### src/rtl/clv_pkg.sv
// Types, constants and codes of the Lotka-Volterra RK4 unit.
package clv_pkg;

   localparam int unsigned DATA_W   = 32;
   localparam int unsigned H_W      = 31;
   localparam int unsigned CNT_W    = 16;
   localparam int unsigned CSR_IDX_W = 8;
   localparam int unsigned ACC_W    = 35;
   localparam int unsigned MAG_W    = 34;
   localparam int unsigned DIVP_W   = MAG_W + DATA_W - 1;
   localparam int unsigned MAX_STEPS = 20000;

   localparam logic [CNT_W-1:0] STEP_LIMIT = CNT_W'(MAX_STEPS - 1);

   localparam logic signed [DATA_W-1:0] SAT_MAX = 32'sh7FFF_FFFF;
   localparam logic signed [DATA_W-1:0] SAT_MIN = 32'sh8000_0000;

   // Reciprocal of three, scaled by 2^33 and rounded up.
   localparam logic [DATA_W-1:0] RECIP_3 = 32'hAAAA_AAAB;

   // Register reset values.
   localparam logic [DATA_W-1:0] RST_GROWTH_X = 32'd167772160;
   localparam logic [DATA_W-1:0] RST_GROWTH_Y = 32'd100663296;
   localparam logic [DATA_W-1:0] RST_SELF_X   = 32'd33554432;
   localparam logic [DATA_W-1:0] RST_CROSS_XY = 32'd50331648;
   localparam logic [DATA_W-1:0] RST_CROSS_YX = 32'd33554432;
   localparam logic [DATA_W-1:0] RST_SELF_Y   = 32'd100663296;
   localparam logic [H_W-1:0]    RST_STEP     = 31'd8389;
   localparam logic [CNT_W-1:0]  RST_INTERVAL = 16'd100;

   // Register indexes.
   localparam logic [CSR_IDX_W-1:0] CSR_GROWTH_X = 8'd0;
   localparam logic [CSR_IDX_W-1:0] CSR_GROWTH_Y = 8'd1;
   localparam logic [CSR_IDX_W-1:0] CSR_SELF_X   = 8'd2;
   localparam logic [CSR_IDX_W-1:0] CSR_CROSS_XY = 8'd3;
   localparam logic [CSR_IDX_W-1:0] CSR_CROSS_YX = 8'd4;
   localparam logic [CSR_IDX_W-1:0] CSR_SELF_Y   = 8'd5;
   localparam logic [CSR_IDX_W-1:0] CSR_STEP     = 8'd6;
   localparam logic [CSR_IDX_W-1:0] CSR_INTERVAL = 8'd7;

   // Request kinds.
   localparam logic REQ_LOAD = 1'b0;
   localparam logic REQ_STEP = 1'b1;

   typedef enum logic [1:0] {
      OP_MUL = 2'd0,
      OP_ADD = 2'd1,
      OP_SUB = 2'd2
   } alu_op_type;

   typedef struct packed {
      alu_op_type                 op;
      logic signed [DATA_W-1:0]   a;
      logic signed [DATA_W-1:0]   b;
   } alu_cmd_type;

   typedef struct packed {
      logic signed [DATA_W-1:0]   res;
      logic                       sat;
   } alu_rsp_type;

   typedef enum logic [6:0] {
      ST_IDLE  = 7'b0000001,
      ST_EVAL  = 7'b0000010,
      ST_DINIT = 7'b0000100,
      ST_DIV   = 7'b0001000,
      ST_FINX  = 7'b0010000,
      ST_FINY  = 7'b0100000,
      ST_OUT   = 7'b1000000
   } state_type;

   // Micro-operation slots of one RK4 stage.
   localparam logic [3:0] UOP_LAST = 4'd13;

endpackage

### src/rtl/clv_alu.sv
// Shared saturating Q8.24 multiply, add and subtract unit.
module clv_alu (
   input  clv_pkg::alu_cmd_type cmd,
   output clv_pkg::alu_rsp_type rsp
);
   import clv_pkg::*;

   logic signed [2*DATA_W-1:0] prod;
   logic signed [2*DATA_W-25:0] prod_sh;
   logic signed [DATA_W:0]     sum;

   // The dropped fraction bits give rounding toward minus infinity.
   always_comb begin
      prod    = cmd.a * cmd.b;
      prod_sh = prod[2*DATA_W-1:24];
      sum     = '0;
      rsp.res = '0;
      rsp.sat = 1'b0;
      case (cmd.op)
         OP_MUL: begin
            if (prod_sh > 40'(SAT_MAX)) begin
               rsp.res = SAT_MAX;
               rsp.sat = 1'b1;
            end else if (prod_sh < 40'(SAT_MIN)) begin
               rsp.res = SAT_MIN;
               rsp.sat = 1'b1;
            end else begin
               rsp.res = prod_sh[DATA_W-1:0];
            end
         end
         OP_ADD, OP_SUB: begin
            if (cmd.op == OP_ADD) begin
               sum = 33'(cmd.a) + 33'(cmd.b);
            end else begin
               sum = 33'(cmd.a) - 33'(cmd.b);
            end
            if (sum[DATA_W] != sum[DATA_W-1]) begin
               rsp.res = sum[DATA_W] ? SAT_MIN : SAT_MAX;
               rsp.sat = 1'b1;
            end else begin
               rsp.res = sum[DATA_W-1:0];
            end
         end
         default: begin
            rsp.res = '0;
            rsp.sat = 1'b0;
         end
      endcase
   end

endmodule

### config.mk
export PLATFORM = sky130hd
export DESIGN_NAME = clv_alu
export DESIGN_NICKNAME = d
export VERILOG_FILES = /design/src/rtl/clv_pkg.sv /design/src/rtl/clv_alu.sv
export SDC_FILE = /design/constraint.sdc
export NUM_CORES = 2
export LEC_CHECK = 0
export BUFFER_PORTS_ARGS = -buffer_cell sky130_fd_sc_hd__buf_2
export CAP_MARGIN = 10
export CORE_ASPECT_RATIO = 2
export CORE_MARGIN = 10
export CORE_UTILIZATION = 63
export DETAILED_ROUTE_END_ITERATION = 8
export PLACE_DENSITY_LB_ADDON = 0.1
export SYNTH_ARGS = -nofsm -noshare
export SYNTH_HDL_FRONTEND = slang
export SYNTH_SLANG_ARGS = --single-unit
export TNS_END_PERCENT = 100
### constraint.sdc
create_clock -name vclk -period 18.4
set_input_delay 0.92 -clock vclk [all_inputs]
set_output_delay 0.92 -clock vclk [all_outputs]
set_load 0.01 [all_outputs]
Word-level counts from Yosys, hierarchy flattened
Index checks and enable logic that the tools add are counted.
{ "totals": {"ff_bits": 0, "in_bits": 66, "output_inout_bits": 33} }
{ "op_classes": {"n_addsub": 2, "n_mul": 1, "order_cmp": 2, "n_eq_ne": 3, "muxes": 9, "n_reduce_logical": 2} }
{ "op_table": {"columns": ["op", "count"], "rows": [
  ["two-way mux 33 bit", 3],
  ["two-way mux 32 bit", 3],
  ["case mux 33 bit (2 select lines)", 1],
  ["multiplier 32 x 32 -> 64 bit", 1],
  ["greater-than comparator 40 x 32 -> 1 bit, second input constant", 1],
  ["less-than comparator 40 x 32 -> 1 bit, second input constant", 1],
  ["adder 32 x 32 -> 33 bit", 1],
  ["subtractor 32 x 32 -> 33 bit", 1],
  ["== test 2 x 1 -> 1 bit, second input constant", 1],
  ["== test 2 bit, second input constant", 1],
  ["logical NOT 2 bit", 1],
  ["two-way mux 1 bit", 2],
  ["OR reduction 2 bit", 1],
  ["inequality test 1 bit", 1]
]} }

Depth between registers and ports, before layout
{ "logic_depth": {"ltp_word": 6, "ltp_mapped": 31, "ltp_nobuf": 27} }

Least setup slack after synthesis
No wires, ideal clock.
{ "synth_timing": {"path_type": "input port to output port", "start": "in cmd[6] in the netlist's numbering", "end": "out rsp[22] in the netlist's numbering", "arrival_ns": 9.504, "path_slack_ns": 7.976, "cell_stages": 30, "path_buffers": 3, "path_cell_list": "clkbuf_1 -> clkbuf_1 -> nand2_1 -> inv_1 -> fa_1 -> inv_1 -> fa_1 -> inv_1 -> fa_1 -> fa_1 -> inv_1 -> fa_1 -> inv_1 -> fa_1 -> inv_1 -> fa_1 -> inv_1 -> fa_1 -> ha_1 -> a21oi_1 -> o21ai_0 -> a211oi_1 -> a211oi_1 -> and4_1 -> nor4_1 -> nand2_1 -> nor4b_2 -> a31oi_1 -> buf_2 -> o221ai_1"} }
{ "synth_rtl": {"columns": ["element", "line_no", "text"], "rows": [
  ["from (decl)", "clv_alu.sv:3", "input clv_pkg::alu_cmd_type cmd,"],
  ["to (decl)", "clv_alu.sv:4", "output clv_pkg::alu_rsp_type rsp"]
]} }

==> run summary <==
The overall fraction of global-route tracks in use was 34.1%; the final sequential cell count was 0. The post-route netlist has 4.38% of its cells at a drive strength greater than 1. The tool flagged a number of max-cap violations equal to 0. Entering global routing, the biggest net connects 38 pins. The tools report the number of iterations in the first detailed-routing pass as 5.

Derived from the worst setup path, the maximum achievable clock frequency is 83.4 MHz. Adding up every negative setup slack in the final design gives 0 ns. Setup repair after global routing left no endpoint under its margin.

The number of nets in the layout was 5,614; the DRC violation total after the first TritonRoute iteration was 1,926. The floorplan step defined a die boundary enclosing 73,400 sq um. The number of vias in the routed layout is 30,124. The worst hold path was traced through 5 stages. Across the whole layout, storage elements account for 0 sq um. Data on the critical path arrives at its endpoint at 11.07 ns. After clock tree synthesis, the repair step resized 0 gates. After global routing the overflow that remains totals 0. The chip height is 373 microns, and the sequential area share after synthesis is 0%. The tools report the destination of the worst hold path as rsp[32]. The average instance in the mapped netlist occupies 9.01 sq um. Detailed placement ended at an HPWL of 98,800 microns. Row generation in the floorplan step produced 129 rows.

The logs give 17.48 ns for the data required time of the worst path and 0 for the total of clock buffers placed in the layout. Synthesis produced a netlist whose cell count is 4,358. The cell repeated most along the worst path is fa_1.

Along the worst path, the maximum fanout reaches 35. The logs give 0 for the warning count from the yosys run and 0 for the remaining antenna violation count after routing. Initial antenna violation count: 6. The final critical-path required period works out to 11.99 ns.

The worst pin sits at a relative slew slack of 18.0%. The logs give 0 for the post-CTS setup buffer count and 5,364 for the number of fill cells. In this run the standard cell core region covers 61,800 sq um. The flow ran to the end, and the final reports show no timing, DRC or antenna violations. The classification of the worst setup path is input pin to output port.

The run gives 5,722 as the number of nets produced by synthesis. The class of the tightest hold or removal check was input pin to output port. Once the floorplan was initialized, standard cells occupied 63.6% of the core. Summed over all layers, the routed wires come to 122,000 microns. The final setup violation count is 0. Measured along the x axis, the die boundary spans 197 microns.

The layout-stage area growth over the synthesis result is 2.16%. The max-slew violation total from the final report came out at 0. The count of boundary I/O pins was 99. Dividing the detail-routed via count by the number of cells gives 5.98.

In the finished design, the share of the clock period the worst path needs comes to 65.2%. The largest individual stage delay along the critical path comes from the cell fa_1. For the number of buffers inserted for hold repair after clock tree synthesis, the log shows 0. The tools report the endpoint type of the worst setup path as an output port.

The number of I/O port buffers was 99. The routed length per instance came out at 24.1 microns. The worst setup path is launched from an input pin. The logs give 1.01 for the routability-driven placement congestion ratio and 0 for the residual DRC count.

For this run, the slowest stage of the critical path takes 0.99 ns. The actual transition at the worst max-transition pin works out to 1.23 ns. The run gives 191,000 microns as the wire length of the first global-routing pass. In this run the most critical hold path is launched from cmd[65]. Summed instance area of the synthesized netlist: 39,300 sq um. In this run, distinct cell masters in the synthesized netlist total 73. The run gives 0 as the count of endpoints failing hold in the final timing report.

Via count of the first global-routing pass: 34,570. The tools report the launching element of the worst setup path as cmd[6].
## cell type report
| cell class | count | area [sq um] | area share, % |
|---|---|---|---|
| repair buffers | 146 | 848 | 2.11 |
| well taps | 786 | 983 | 2.45 |
| multi-input cells | 3141 | 34700 | 86.4 |
| diodes | 3 | 7.51 | 0.0187 |
| inverters | 961 | 3610 | 8.99 |
## synth_stat cells (7+ instances only)
cell type	n	area, sq um
o21ai_0	64	320
nor3_1	48	240
inv_1	960	3600
o31ai_1	8	60.1
o21bai_1	7	52.6
nor4_1	8	50.1
o221ai_1	19	166
a21oi_1	112	561
xor2_1	53	464
ha_1	216	2700
or3_1	7	43.8
and2_1	509	3180
a31oi_1	23	144
o211ai_1	11	82.6
nand3_1	24	120
nand2_1	576	2160
o221ai_2	17	255
xnor2_1	51	447
a211oi_1	16	120
fa_1	1082	21700
o21a_1	11	82.6
a21o_1	21	158
and3_1	12	75.1
clkbuf_1	235	882
nand4_1	22	138
nand2b_1	25	156
nor2_1	113	424
buf_2	9	45.0
## through the flow
| step | hold slack [ns] | util (%) | setup WS (ns) | instances | area [sq um] |
|---|---|---|---|---|---|
| after global routing | 2.55 | 64.9 | 5.85 | 5037 | 40100 |
| after floorplan | 2.23 | - | 7.98 | 4358 | 39300 |
| after detailed placement | 2.48 | 64.9 | 6.37 | 5034 | 40100 |
| final | 2.49 | 64.9 | 6.41 | 5037 | 40100 |
| after CTS | 2.49 | 64.9 | 6.36 | 5034 | 40100 |
| after global placement | 2.48 | 64.9 | 6.54 | 5034 | 40100 |
## cells in the final DEF (no fill, tap or decap), types with 6 or more instances in the layout
master	count
nand4_1	22
nor4_1	8
nor3_1	48
or3_1	7
o221ai_1	19
a21o_1	21
nor2b_1	6
fa_1	1082
nand3_1	24
a21oi_1	112
o221ai_2	17
buf_4	47
nand2b_1	25
buf_2	99
nor2_1	113
nand2_1	576
a211oi_1	16
xor2_1	53
o21a_1	11
o21bai_1	7
and2_1	509
xnor2_1	51
o21ai_0	64
ha_1	216
a21boi_0	6
inv_1	960
a31oi_1	22
and3_1	12
o211ai_1	11
o31ai_1	8
a221oi_1	6
## worst max-delay path by stage
stage | endpoint
final | rsp[22]
after global routing | rsp[23]
after CTS | rsp[22]
after detailed placement | rsp[22]
after global placement | rsp[8]
after floorplan | rsp[22]
## per-layer routing
metal | wire, microns | GRT usage [%] | vias to the layer above
met5 | 0 | 0 | -
met4 | 13000 | 29.3 | 0
met3 | 5580 | 3.78 | 566
met2 | 67600 | 64.0 | 1135
met1 | 35300 | 31.7 | 15768
li1 | - | - | 12655
## worst max-delay path, delay by kind of cell
kind	cells	cell delay (ns)
fa+ha+maj	9	4.81
buf+inv	11	2.20
compound gates	6	1.39
simple gates	5	1.68
## cell families after synthesis
group	count (synthesis)	share of synthesized area [%]
AOI/OAI and AO/OA	358	6.23
buffers and inverters	1217	11.8
muxes	3	0.0796
xor gates and xnor gates	105	2.36
and+or+nand+nor	1377	17.5
adders and majority gates	1298	62.0
